$ cat config.mk
export PLATFORM = sky130hd
export DESIGN_NAME = m3i_prep
export DESIGN_NICKNAME = d
export VERILOG_FILES = /design/src/design/m3i_pkg.sv /design/src/design/m3i_prep.sv
export SDC_FILE = /design/constraint.sdc
export NUM_CORES = 2
export LEC_CHECK = 0
export ABC_CLOCK_PERIOD_IN_PS = 57100
export BUFFER_PORTS_ARGS = -buffer_cell sky130_fd_sc_hd__buf_2
export CAP_MARGIN = 0
export CORE_AREA = 2 2 770 772
export CTS_CLUSTER_DIAMETER = 60
export DETAILED_ROUTE_END_ITERATION = 10
export DIE_AREA = 0 0 772 774
export PLACE_DENSITY_LB_ADDON = 0.15
export SYNTH_ARGS = -nofsm -noshare
export SYNTH_HDL_FRONTEND = slang
export SYNTH_SLANG_ARGS = --single-unit
$ cat constraint.sdc
create_clock -name clock -period 57.1 [get_ports clock]
set_input_delay 8.565 -clock clock [delete_from_list [all_inputs] [get_ports clock]]
set_output_delay 8.565 -clock clock [all_outputs]
set_load 0.1 [all_outputs]
$ cat src/design/m3i_pkg.sv
`timescale 1ns / 1ps
// ---------------------------------------------------------------------------
// m3i_pkg
// Shared constants and helpers for the 3x3 matrix inverse pipeline.
// ---------------------------------------------------------------------------
package m3i_pkg;

   localparam int DIM    = 3;
   localparam int N_ELEM = DIM * DIM;

   // Cyclic row or column index, (i + k) mod 3.
   function automatic int cyc(input int i, input int k);
      return (i + k) % DIM;
   endfunction

   // Width of a divider remainder: holds the scaled numerator plus the
   // determinant magnitude, and the doubled divisor shifted by the quotient width.
   function automatic int rem_width(input int w, input int f);
      return (2 * w + 2 * f + 2 > 4 * w + 1) ? 2 * w + 2 * f + 2 : 4 * w + 1;
   endfunction

endpackage

$ cat src/design/m3i_prep.sv
`timescale 1ns / 1ps
// ---------------------------------------------------------------------------
// m3i_prep
// Divider set-up: magnitudes, result signs, rounded dividends, overflow
// check, and the rounded and saturated determinant output.
// ---------------------------------------------------------------------------
module m3i_prep #(
   parameter int DATA_WIDTH = 32,
   parameter int FRAC_BITS  = 16
) (
   input  logic                           clock,
   input  logic                           reset,
   input  logic                           in_valid,
   output logic                           in_ready,
   input  logic signed [2*DATA_WIDTH:0]   cof  [m3i_pkg::N_ELEM],
   input  logic signed [3*DATA_WIDTH+2:0] det,
   output logic                           out_valid,
   input  logic                           out_ready,
   output logic [m3i_pkg::rem_width(DATA_WIDTH, FRAC_BITS)-1:0] rem [m3i_pkg::N_ELEM],
   output logic [m3i_pkg::N_ELEM-1:0]     neg,
   output logic [m3i_pkg::N_ELEM-1:0]     ovf,
   output logic [3*DATA_WIDTH:0]          dvs,
   output logic [DATA_WIDTH-1:0]          det_value,
   output logic                           singular
);
   import m3i_pkg::*;

   localparam int W  = DATA_WIDTH;
   localparam int F  = FRAC_BITS;
   localparam int CW = 2 * W + 1;
   localparam int DW = 3 * W + 3;
   localparam int RW = rem_width(W, F);
   localparam logic [3*W:0] DHALF = {{(3*W){1'b0}}, 1'b1} << (2 * F - 1);
   localparam logic [3*W:0] POS_LIM = (3*W+1)'({1'b0, {(W-1){1'b1}}});

   logic              vld_ff;
   logic [RW-1:0]     rem_in [N_ELEM], rem_ff [N_ELEM];
   logic [N_ELEM-1:0] neg_in, neg_ff, ovf_in, ovf_ff;
   logic [3*W:0]      dvs_in, dvs_ff;
   logic [W-1:0]      detv_in, detv_ff;
   logic              sing_in, sing_ff;

   assign in_ready  = !vld_ff || out_ready;
   assign out_valid = vld_ff;
   assign rem       = rem_ff;
   assign neg       = neg_ff;
   assign ovf       = ovf_ff;
   assign dvs       = dvs_ff;
   assign det_value = detv_ff;
   assign singular  = sing_ff;

   always_comb begin
      logic [DW-1:0]  dfull;
      logic [3*W-1:0] dmag;
      logic [CW-1:0]  nfull;
      logic [CW-1:0]  num;
      logic [3*W:0]   dsum, dq, dlim, dm;
      logic           dneg;

      dneg    = det[DW-1];
      dfull   = dneg ? (~det + 1'b1) : det;
      dmag    = dfull[3*W-1:0];
      dvs_in  = {dmag, 1'b0};
      sing_in = (det == '0);

      // The inverse is the transposed cofactor matrix over the determinant.
      for (int r = 0; r < DIM; r++) begin
         for (int c = 0; c < DIM; c++) begin
            num   = cof[c*DIM+r];
            nfull = num[CW-1] ? (~num + 1'b1) : num;
            rem_in[r*DIM+c] = (RW'(nfull[2*W-1:0]) << (2 * F + 1)) + RW'(dmag);
            neg_in[r*DIM+c] = num[CW-1] ^ dneg;
            ovf_in[r*DIM+c] = rem_in[r*DIM+c] >= (RW'(dvs_in) << W);
         end
      end

      // Determinant output: divide by 2^(2F) with round half away from zero.
      dsum    = (3*W+1)'(dmag) + DHALF;
      dq      = dsum >> (2 * F);
      dlim    = POS_LIM + (3*W+1)'(dneg);
      dm      = (dq > dlim) ? dlim : dq;
      detv_in = dneg ? (~dm[W-1:0] + 1'b1) : dm[W-1:0];
   end

   always_ff @(posedge clock) begin
      if (reset) begin
         vld_ff <= 1'b0;
      end else if (in_ready) begin
         vld_ff <= in_valid;
      end
   end

   always_ff @(posedge clock) begin
      if (in_ready) begin
         rem_ff  <= rem_in;
         neg_ff  <= neg_in;
         ovf_ff  <= ovf_in;
         dvs_ff  <= dvs_in;
         detv_ff <= detv_in;
         sing_ff <= sing_in;
      end
   end

endmodule

Word-level counts from Yosys, hierarchy flattened:

Index checks and enable logic that the tools add are counted.
W data, S select, Z words.

* bits of input ports: 688
* output and inout port bits: 1311
* register bits after elaboration: 1309

* $add $sub $neg: 22
* reduce and logical (&&, ||, !) cells: 3
* $lt $le $gt $ge: 10
* bitwise operators: 20
* multiplexer cells: 12

Operators by type and width (count)
* $ge A98 B129 Y1: 9
* $add A97 B96 Y98: 9
* $add A64 B1 Y64 const B: 9
* $mux W64: 9
* $not A64 Y64: 9
* $logic_not A99 Y1: 1
* $add A96 B32 Y97 const B: 1
* $add A96 B1 Y96 const B: 1
* $mux W96: 1
* $not A96 Y96: 1
* $gt A65 B32 Y1: 1
* $mux W32: 2
* $add A31 B1 Y32 const A: 1
* $add A32 B1 Y32 const B: 1
* $not A32 Y32: 1
* $xor A1 B1 Y1: 9
* $logic_not A1 Y1: 1
* $logic_or A1 B1 Y1: 1

Depth between registers and ports, before layout:

* depth in word-level cells: 9
* depth in mapped cells: 43
* depth with buffers taken out: 43

Worst setup path after synthesis:

Ideal clock, no wire load.

* kind: input-to-output
* start point: input port out_ready
* end point: output port in_ready
* stages on the path: 1
* arrival: 26.694 ns
* data required time: 48.535 ns
* slack: 21.841 ns
* path through: nand2b_1

* cells in the longest elaborated chain, start to end: 1

RTL lines
* from (decl): line m3i_prep.sv:18 `input logic out_ready,`
* $logic_or A1 B1 Y1: line m3i_prep.sv:43 `assign in_ready = !vld_ff || out_ready;`
* to (decl): line m3i_prep.sv:14 `output logic in_ready,`

No other way between the ends.

==> reports/results.tsv <==
stage	metric	value	unit
outcome	status	completed	
sta	Slew Limit Fails	0	
sta	setup TNS	0	ns
floorplanning	Die X	772	um
critical_path	CP startpoint	det[29]	
clock_tree	TritonCTS Buffers	179	
final_layout	commonest non-fill, non-tap cell in the layout	buf_2	
sta	worst-margin pin slew	1.40	ns
hold_path	Min-Delay Path Class	register to register	
placed_design	placement-stage cell area	103000	um2
sta	Final Skew	0.0607	ns
final_layout	most frequent cells in the layout	buf_2 (1713), ha_1 (1146), xnor2_1 (983), edfxtp_1 (732), a21oi_1 (699)	
placed_design	Setup Slack @ Placement	37.08	ns
sta	Relative slew margins	6.37	%
grt	met2 GRT Util	37.1	%
critical_path	CP most frequent cell	o21ai_0	
pwr	pwr dens	52.5	nW/um2
clock_tree	post-CTS sizing	0	
final_layout	post-route cell area	110000	um2
floorplanning	initial core utilization	14.6	%
critical_path	crit end category	register	
final_layout	Post-Layout Cell Count	19405	
detailed_routing	Residual DRC	0	
synth	sequential share of the synthesized area	25.6	%
placed_design	Port Buf Inserts	1718	
clock_tree	postcts setup bufs	0	
grt	Total Routing Usage GR	21.5	%
placed_design	HPWL Detailed	573	mm
grt	busiest grt layer	met2	
clock_tree	Post-CTS Hold Fix Bufs	0	
floorplanning	core footprint	589000	um2
sta	final setup margin	38.16	ns
critical_path	Slowest-stage cell, CP	nor4_2	
sta	unrepaired setup endpoints after global routing	false	
clock_tree	clk root buf	clkbuf_16	
critical_path	Crit path required time	57.84	ns
placed_design	gp weighted congestion	0.887	
detailed_routing	initial DRC count	6570	
clock_tree	CTS H-tree depth	4	
hold_path	min-delay src	out_valid	
floorplanning	die height	774	um
grt	gr ovfl total	0	
synth	Post-synth EDFFs	732	
sta	endpoints failing hold	0	
synth	Post-Synthesis Cell Area	86100	um2
grt	initial antenna violation count	390	
critical_path	CP Max Fanout	10	
clock_tree	worst skew pair latency	0.91	ns
sta	Final period util	33.2	%
critical_path	Worst R2R Start	out_valid	
detailed_routing	vias per inst	4.41	
detailed_routing	Post-Route WL	671	mm
grt	met1 usage	25.5	%
clock_tree	CTS max path bufs	4	
detailed_routing	Detailed Routing Iterations Pass 1	5	
floorplanning	boundary pin count	1999	
grt	largest net degree at the start of global routing	105	
grt	vias in the first global route	82668	
synth	Cells after Synth	9627	
clock_tree	Reg clk slew, reported paths	0.05	ns
sta	final setup fails	0	
pwr	worst IR drop on VDD	0.0000435	V
synth	Synth Warn #	0	
clock_tree	CTS tree	done	
final_layout	share of cells above drive strength 1	22.2	%
job	Max-Cap Viols	0	
placed_design	Inst Count DP	18921	
synth	Post-synth ARST share	0	%
critical_path	CP arrival	19.68	ns
final_layout	synthesis-to-layout area growth	27.7	%
pwr	Lkg Pwr	0.0454	uW
detailed_routing	Final ANT Viol Nets	0	
grt	routing usage on met3	3.99	%
synth	most used flip-flop cell after synthesis	edfxtp_1	
synth	count of cell types in the netlist	101	
critical_path	Crit Path Category	input port to register	
clock_tree	clock net sink count	733	
grt	first-pass GRT wire length	848	mm
floorplanning	die area	598000	um2
detailed_routing	routed len/inst	34.6	um
floorplanning	Rows	282	
synth	FF+latch count, synth	733	
detailed_routing	Via Count	85490	
critical_path	max incr delay on CP	0.79	ns
synth	Synth Area per Inst	8.94	um2
pwr	final total power	5770	uW
sta	fmax	52.8	MHz
critical_path	Worst setup SP type	input port	
final_layout	Nets	13135	
sta	Final Critical Period	18.94	ns
per-stage QoR:
step	hold WS [ns]	util, %
2_1_floorplan	8.63	-
3_3_place_gp	0.884	17.5
3_5_place_dp	0.864	17.6
4_1_cts	0.882	18.6
5_1_grt	0.893	18.6
6_report	0.829	18.7
worst paths after layout:
kind	endpoint	slack (ns)	cells past startpoint
min reg2reg	dvs[33]	0.83	1
max reg2reg	rem[464]	52.54	6
max	ovf[2]	38.16	34
min	dvs[33]	0.83	1
power breakdown:
group,internal (uW),switching [uW]
Clock,693,413
Combinational,740,2960
Sequential,833,134
Total,2270,3500
worst max-delay path: cells and delay by family:
family | cells | cell delay, ns
simple gates | 10 | 4.19
xor+xnor | 2 | 0.27
compound gates | 16 | 4.21
fa+ha+maj | 2 | 0.70
buf+inv | 4 | 1.65
cells by family (layout without fill, tap and decap cells):
family | Yosys count | in the layout | share of synthesized area [%]
buf+inv | 1083 | 2614 | 7.30
fa+ha+maj | 1186 | 1186 | 17.2
compound gates | 2744 | 2744 | 20.7
mux | 21 | 21 | 0.247
flops | 733 | 733 | 25.6
xor+xnor | 1261 | 1261 | 12.9
simple gates | 2598 | 2598 | 16.0
other cells | 1 | 438 | 0.00436
per-layer routing:
| layer | vias up | routed length (um) |
|---|---|---|
| met5 | - | 688 |
| met1 | 41961 | 272000 |
| met3 | 970 | 38300 |
| met4 | 104 | 38000 |
| met2 | 3512 | 322000 |
| li1 | 38943 | - |
Yosys cell counts (101+ instances only):
cell type  instances  area share, %
a21oi_1          701            4.1
a21o_1           416            3.6
o21a_1           103           0.90
or3_1            158            1.1
o41ai_1          101            1.0
nor3_1           163           0.95
buf_4            580            5.1
xnor2_1         1019             10
edfxtp_1         732             26
nor2_1           443            1.9
o31ai_1          221            1.9
nand3_1          190            1.1
nand4_1          214            1.6
o21ai_0          596            3.5
xor2_1           235            2.4
ha_1            1146             17
nand2_1          544            2.4
clkbuf_1         140           0.61
nor2b_1          175            1.3
nand2b_1         215            1.6
inv_1            320            1.4
layout make-up:
class | instances | area (um2)
diodes | 158 | 395
clock buffers | 196 | 4560
clock inverters | 130 | 1610
fillers | 66185 | 479000
inverters | 330 | 1260
multi-input cells | 8090 | 59800
flip-flops and latches | 733 | 22000
well taps | 7810 | 9770
repair buffers | 1958 | 10500
sequential cells by signal, indices dropped and copies added (netlist names):
signal	count
det_value	32
rem	585
dvs	96
out_valid	1
singular	1
neg	9
ovf	9
Note: power is estimated with default switching activity, not from simulation.
