File: config.mk
export PLATFORM = sky130hd
export DESIGN_NAME = m3i_out
export DESIGN_NICKNAME = d
export VERILOG_FILES = /design/src/design/m3i_pkg.sv /design/src/design/m3i_out.sv
export SDC_FILE = /design/constraint.sdc
export NUM_CORES = 1
export LEC_CHECK = 0
export BUFFER_PORTS_ARGS = -buffer_cell sky130_fd_sc_hd__buf_2
export CAP_MARGIN = 30
export CORE_AREA = 2 2 257 259
export CTS_BUF_LIST = sky130_fd_sc_hd__clkbuf_8
export CTS_CLUSTER_DIAMETER = 30
export DETAILED_ROUTE_END_ITERATION = 12
export DIE_AREA = 0 0 259 261
export PLACE_DENSITY = 0.71
export SLEW_MARGIN = 25
export SYNTH_ARGS = -nofsm -noshare
export SYNTH_HDL_FRONTEND = slang
export SYNTH_SLANG_ARGS = --single-unit
File: constraint.sdc
create_clock -name clock -period 15.9 [get_ports clock]
set_input_delay 3.975 -clock clock [delete_from_list [all_inputs] [get_ports clock]]
set_output_delay 3.975 -clock clock [all_outputs]
set_load 0.01 [all_outputs]
File: src/design/m3i_pkg.sv
`timescale 1ns / 1ps
// ---------------------------------------------------------------------------
// m3i_pkg
// Shared constants and helpers for the 3x3 matrix inverse pipeline.
// ---------------------------------------------------------------------------
package m3i_pkg;

   localparam int DIM    = 3;
   localparam int N_ELEM = DIM * DIM;

   // Cyclic row or column index, (i + k) mod 3.
   function automatic int cyc(input int i, input int k);
      return (i + k) % DIM;
   endfunction

   // Width of a divider remainder: holds the scaled numerator plus the
   // determinant magnitude, and the doubled divisor shifted by the quotient width.
   function automatic int rem_width(input int w, input int f);
      return (2 * w + 2 * f + 2 > 4 * w + 1) ? 2 * w + 2 * f + 2 : 4 * w + 1;
   endfunction

endpackage

File: src/design/m3i_out.sv
`timescale 1ns / 1ps
// ---------------------------------------------------------------------------
// m3i_out
// Output stage: saturation, sign restore, singular zeroing, result register.
// ---------------------------------------------------------------------------
module m3i_out #(
   parameter int DATA_WIDTH = 32
) (
   input  logic                       clock,
   input  logic                       reset,
   input  logic                       in_valid,
   output logic                       in_ready,
   input  logic [DATA_WIDTH-1:0]      quo [m3i_pkg::N_ELEM],
   input  logic [m3i_pkg::N_ELEM-1:0] neg,
   input  logic [m3i_pkg::N_ELEM-1:0] ovf,
   input  logic [DATA_WIDTH-1:0]      det_value,
   input  logic                       singular,
   output logic                       out_valid,
   input  logic                       out_ready,
   output logic [DATA_WIDTH-1:0]      inv [m3i_pkg::N_ELEM],
   output logic [DATA_WIDTH-1:0]      det_out,
   output logic                       sing_out
);
   import m3i_pkg::*;

   localparam int W = DATA_WIDTH;
   localparam logic [W-1:0] POS_LIM = {1'b0, {(W-1){1'b1}}};

   logic         vld_ff;
   logic [W-1:0] inv_in [N_ELEM], inv_ff [N_ELEM];
   logic [W-1:0] det_in, det_ff;
   logic         sing_ff;

   assign in_ready  = !vld_ff || out_ready;
   assign out_valid = vld_ff;
   assign inv       = inv_ff;
   assign det_out   = det_ff;
   assign sing_out  = sing_ff;

   always_comb begin
      logic [W-1:0] lim, mag;
      for (int j = 0; j < N_ELEM; j++) begin
         // A negative result may reach one step further than a positive one.
         lim = POS_LIM + W'(neg[j]);
         mag = (ovf[j] || quo[j] > lim) ? lim : quo[j];
         if (singular) begin
            inv_in[j] = '0;
         end else begin
            inv_in[j] = neg[j] ? (~mag + 1'b1) : mag;
         end
      end
      det_in = singular ? '0 : det_value;
   end

   always_ff @(posedge clock) begin
      if (reset) begin
         vld_ff <= 1'b0;
      end else if (in_ready) begin
         vld_ff <= in_valid;
      end
   end

   always_ff @(posedge clock) begin
      if (in_ready) begin
         inv_ff  <= inv_in;
         det_ff  <= det_in;
         sing_ff <= singular;
      end
   end

endmodule

# After elaboration in Yosys (flattened, before gate mapping)
# Index checks and enable logic that the tools add are counted.
totals:
  ff_bits: 322
  input_bits: 343
  output_inout_bits: 323
  wordCells: 77
classes:
  addsub: 18
  order_cmp: 9
  mux: 18
  bitwise: 9
  reduce_logical: 11
op_table:
  columns: ["cell", "count"]
  rows:
  - ["$mux W32", 18]
  - ["$add A31 B1 Y32 const A", 9]
  - ["$add A32 B1 Y32 const B", 9]
  - ["$gt A32 B32 Y1", 9]
  - ["$not A32 Y32", 9]
  - ["$logic_or A1 B1 Y1", 10]
  - ["$logic_not A1 Y1", 1]

# Depth between registers and ports, before layout
depth:
  word_depth: 7
  mapped_depth: 24
  mapped_depth_nobuf: 19

# Worst setup path before layout
# No wires, ideal clock.
synth_path:
  path_kind: "input port to output port"
  start: "in out_ready"
  end: "out in_ready"
  arrival_ns: 11.730
  t_required_ns: 11.925
  slack_ns: 0.195
  path_stages: 1
  n_path_buf: 0
  path_cell_list: "nand2b_1"
synth_via:
  elab_chain_len: 1
synth_lines:
  columns: ["element", "line_no", "source"]
  rows:
  - ["start, declared", "m3i_out.sv:19", "input logic out_ready,"]
  - ["$logic_or A1 B1 Y1", "m3i_out.sv:34", "assign in_ready = !vld_ff || out_ready;"]
  - ["end, declared", "m3i_out.sv:12", "output logic in_ready,"]
# No other way between the ends.

# Final worst setup path
layout_path:
  start: "in neg[3] (netlist name)"
  end: "reg inv_ff, in the netlist inv[188] (data pin)"
layout_via:
  elab_chain_len: 7
layout_lines:
  columns: ["element", "line_no", "source"]
  rows:
  - ["start, declared", "m3i_out.sv:14", "input logic [m3i_pkg::N_ELEM-1:0] neg,"]
  - ["$add A31 B1 Y32", "m3i_out.sv:44", "lim = POS_LIM + W'(neg[j]);"]
  - ["$gt A32 B32 Y1", "m3i_out.sv:45", "mag = (ovf[j] || quo[j] > lim) ? lim : quo[j];"]
  - ["$logic_or A1 B1 Y1", "m3i_out.sv:45", null]
  - ["$mux W32", "m3i_out.sv:45", null]
  - ["$not A32 Y32", "m3i_out.sv:49", "inv_in[j] = neg[j] ? (~mag + 1'b1) : mag;"]
  - ["$add A32 B1 Y32", "m3i_out.sv:49", null]
  - ["$mux W32 (*)", "m3i_out.sv:49", null]
  - ["end signal, assigned", "m3i_out.sv:65", "inv_ff <= inv_in;"]
  - ["end, declared", "m3i_out.sv:30", "logic [W-1:0] inv_in [N_ELEM], inv_ff [N_ELEM];"]
# Every way passes the cells marked *; elsewhere a longest branch is shown, timed or not.
# A chain may end at the register's enable or synchronous reset.

==> metrics.txt <==
max capacitance violation total 0; worst slew margin relative to its limit a little over a third; R2R Path Start out_valid; Hold Worst Slack 1.01 ns; number of pins with negative max-slew slack in the final report 0; layout cells sized above 1 24.4%; Hold Crit Start out_valid; P&R area growth vs syn 22.2%; final cell area excluding filler cells between 30000 and 40000 um^2; grt ovf 0; number of register bits inferred by synthesis 322; Fillers 6123; power spent charging and discharging nets 947 uW; Layout Skew 0.0239 ns; placeable core area 65000 um^2; data required time at the worst endpoint 16.30 ns; Port Buffer Count 665; class of the tightest hold or removal check flop to flop; final total negative setup slack 0 ns; number of search-and-repair iterations in the first detailed-routing pass 5; overall die area approximately 68000 um^2; Synth Flop Type edfxtp_1; chain of cells forming the critical path buf_2, buf_4, clkinv_1, ha_1, nor2b_1, o211ai_1, a2111oi_0, o41ai_1, a21boi_4, buf_4, mux2i_1, ha_1, or3b_2, nor4_4, nor2_1, or3_1, or3_1, or3_1, o21ai_0, a21oi_1, o311a_1; number of buffers on the longest clock path 3; number of antenna-violating nets in the routed design 0; nets between 4000 and 5000; Synth top area share a little over a third; maximum achievable frequency 0.0953 GHz; total routing resource utilization after global routing 27.0%; share of power burned in registers around 36%; Die H 261 um; total CTS buffers a little under 90; I/O pin count 666; final setup violation count 0; syn_area_per_cell slightly below 9 um^2; Pwr Density between 80 and 90 nW/um^2; htree depth 3; reported leakage power between 0.01 and 0.015 uW; clock-pin slew on the worst setup and hold paths 0.05 ns; Combinational Power Share 24.2%; Row Count 94; register area share after synthesis 35.3%; clock sink count 322; CP peak stage delay 0.92 ns; DRC violations left 0; buffer type at the clock tree root clkbuf_8; Register-to-Register Path Depth 3; Routed wire per std cell 20.5 um; cell with the largest stage delay on the worst path clkinv_1; top post-synthesis cells by area edfxtp_1 35%, ha_1 14%, a21oi_1 5.6%; minimum setup slack among reg-to-reg paths 13.16 ns; Crit path top cell by count or3_1; post-synth design cell area 27400 um^2; post-CTS setup buffers 0; Crit. End Element flop; largest fanout of any net on the critical path 77; initial standard-cell utilization of the core between 40% and 50%; count of different cell masters after synthesis 84; unrepaired setup endpoints after global routing no; number of vias after detailed routing 27901; register area roughly 9700 um^2; HPWL after detailed placement 70900 um; critical path's top delay family buffers and inverters; total area of multi-input combinational cells 17000 um^2; Worst VDD drop 0.0000593 V; internal power summed over all cells 2030 uW; classification of the worst setup path input pin to flop; clock network latency to the later pin of the worst-skew pair around 0.67 ns; count of final hold-check violations 0; element type at the critical path start input pin; minimum clock period around 10 ns; pin count of the biggest net entering global routing 139; endpoint of the worst hold-timing path inv[83]; Worst Max-Slew Pin Slew about 0.95 ns; Cells on Worst Hold Path 1; Critical Path AT ~11 ns; routability cong. 0.957; via count of the first global-routing pass 25236; count of synthesis-stage warnings from yosys 0; Post-Syn Instances 3111; switching part of the total 31.8%; clock tree from TritonCTS yes; library cell with the largest summed area after synthesis edfxtp_1; via count normalized by instance count ~5.9; worst path buffer plus inverter count 4; width of the die 259 um; first-iteration detailed-routing DRC count 2518; wire length after detailed routing approximately 96000 um; portion of total power attributed to the clock network 39.8%; number of enable-type register cells in the synthesized netlist 321; quantity of hold-fixing buffers added after cts 0; dpl cell area 31500 um^2; first-pass GRT wire length 145000 um; final period utilization 66.0%; worst reg2reg path endpoint det_out[0]; count of cells resized by post-cts repair 0; share of async-settable or async-resettable flops after synthesis 0%; synthesized netlist net count around 3800; number of antenna violations at the first check in global routing 47; status complete, no violations
sequential cells by signal, summed over array words and instances (netlist names):
name / flops
sing_out: 1
out_valid: 1
inv: 288
det_out: 32
routing by layer:
layer  global-route usage [%]  share of wire [%]
met1                     33.3                 40
met2                     43.5                 46
met3                     8.14                9.9
met4                     12.5                3.8
met5                        0               0.20
power groups by stage:
stage | logic, uW | registers [uW] | clock network, uW
floorplan | 359 | 1140 | 0
global placement | 702 | 1090 | 0
detailed placement | 712 | 1090 | 0
CTS | 716 | 1070 | 1210
global route | 797 | 1080 | 1250
finish | 720 | 1070 | 1180
metrics by stage:
step | util (%) | std cells | power, uW | setup slack [ns]
CTS | 51.3 | 4662 | 3000 | 5.61
detailed placement | 48.4 | 4505 | 1800 | 4.91
finish | 51.5 | 4697 | 2980 | 5.41
global placement | 48.4 | 4505 | 1790 | 5.04
global route | 51.4 | 4682 | 3120 | 5.00
floorplan | - | 3111 | 1500 | 0.195
cell type report:
cell class,count,share of cell area (%)
Antenna cell,34,0.254
Clock buffer,89,3.66
Clock inverter,68,2.00
Inverter,46,0.516
Multi-Input combinational cell,2577,50.7
Sequential cell,322,28.8
Tap cell,864,3.23
Timing Repair Buffer,697,10.8
cells in the final DEF (no fill, tap or decap), types with 30 or more instances in the layout:
cell type / synthesis / routed
nor2_1: 369 / 368
mux2i_1: 30 / 30
a221oi_1: 31 / 31
inv_1: 40 / 52
buf_2: 1 / 664
o22a_1: 54 / 54
a211oi_1: 67 / 67
nand2_1: 233 / 233
mux2_2: 41 / 41
or3_1: 53 / 53
a21o_1: 61 / 61
edfxtp_1: 321 / 321
a21oi_1: 309 / 309
clkbuf_8: 0 / 89
nor4_1: 56 / 56
o21ai_0: 192 / 191
nand4_1: 66 / 66
diode_2: 0 / 34
nor2b_1: 55 / 55
nand3_1: 51 / 51
ha_1: 297 / 297
nor3_1: 200 / 199
buf_4: 0 / 30
kinds of logic (layout without fill, tap and decap cells):
| kind of cell | after synthesis | in the layout | synth area share, % |
|---|---|---|---|
| AO/OA/AOI/OAI | 950 | 950 | 22.5 |
| XOR/XNOR | 31 | 31 | 0.991 |
| adder cells (fa/ha/maj) | 297 | 297 | 13.6 |
| buffers and inverters | 212 | 900 | 2.91 |
| flip-flops | 322 | 322 | 35.3 |
| multiplexers | 71 | 71 | 2.78 |
| other | 0 | 34 | 0 |
| AND/OR/NAND/NOR | 1228 | 1228 | 22.0 |
worst max-delay path by stage:
stage / startpoint / to / slack [ns] / depth (start not counted)
4_1_cts: neg[3] / inv[188] / 5.61 / 21
3_3_place_gp: neg[3] / inv[188] / 5.04 / 21
5_1_grt: neg[3] / inv[188] / 5.00 / 21
3_5_place_dp: neg[3] / inv[188] / 4.91 / 21
2_1_floorplan: out_ready / in_ready / 0.20 / 1
6_report: neg[3] / inv[188] / 5.41 / 21
cell usage after synthesis, types with 18 or more instances:
| cell | number |
|---|---|
| o21a_1 | 23 |
| nand2_1 | 233 |
| nand3_1 | 51 |
| nand2b_1 | 29 |
| o211ai_1 | 19 |
| inv_1 | 40 |
| or4_1 | 25 |
| a21oi_1 | 309 |
| nor4_1 | 56 |
| mux2i_1 | 30 |
| nor2_1 | 369 |
| a31oi_1 | 22 |
| ha_1 | 297 |
| o32ai_1 | 18 |
| or3_1 | 53 |
| o21ai_0 | 192 |
| clkbuf_1 | 157 |
| mux2_2 | 41 |
| or2_2 | 19 |
| a211oi_1 | 67 |
| o31ai_1 | 28 |
| o22a_1 | 54 |
| nor2b_1 | 55 |
| a221oi_1 | 31 |
| nor3_1 | 200 |
| nand4_1 | 66 |
| edfxtp_1 | 321 |
| a21o_1 | 61 |
(Power assumes the default switching activity.)
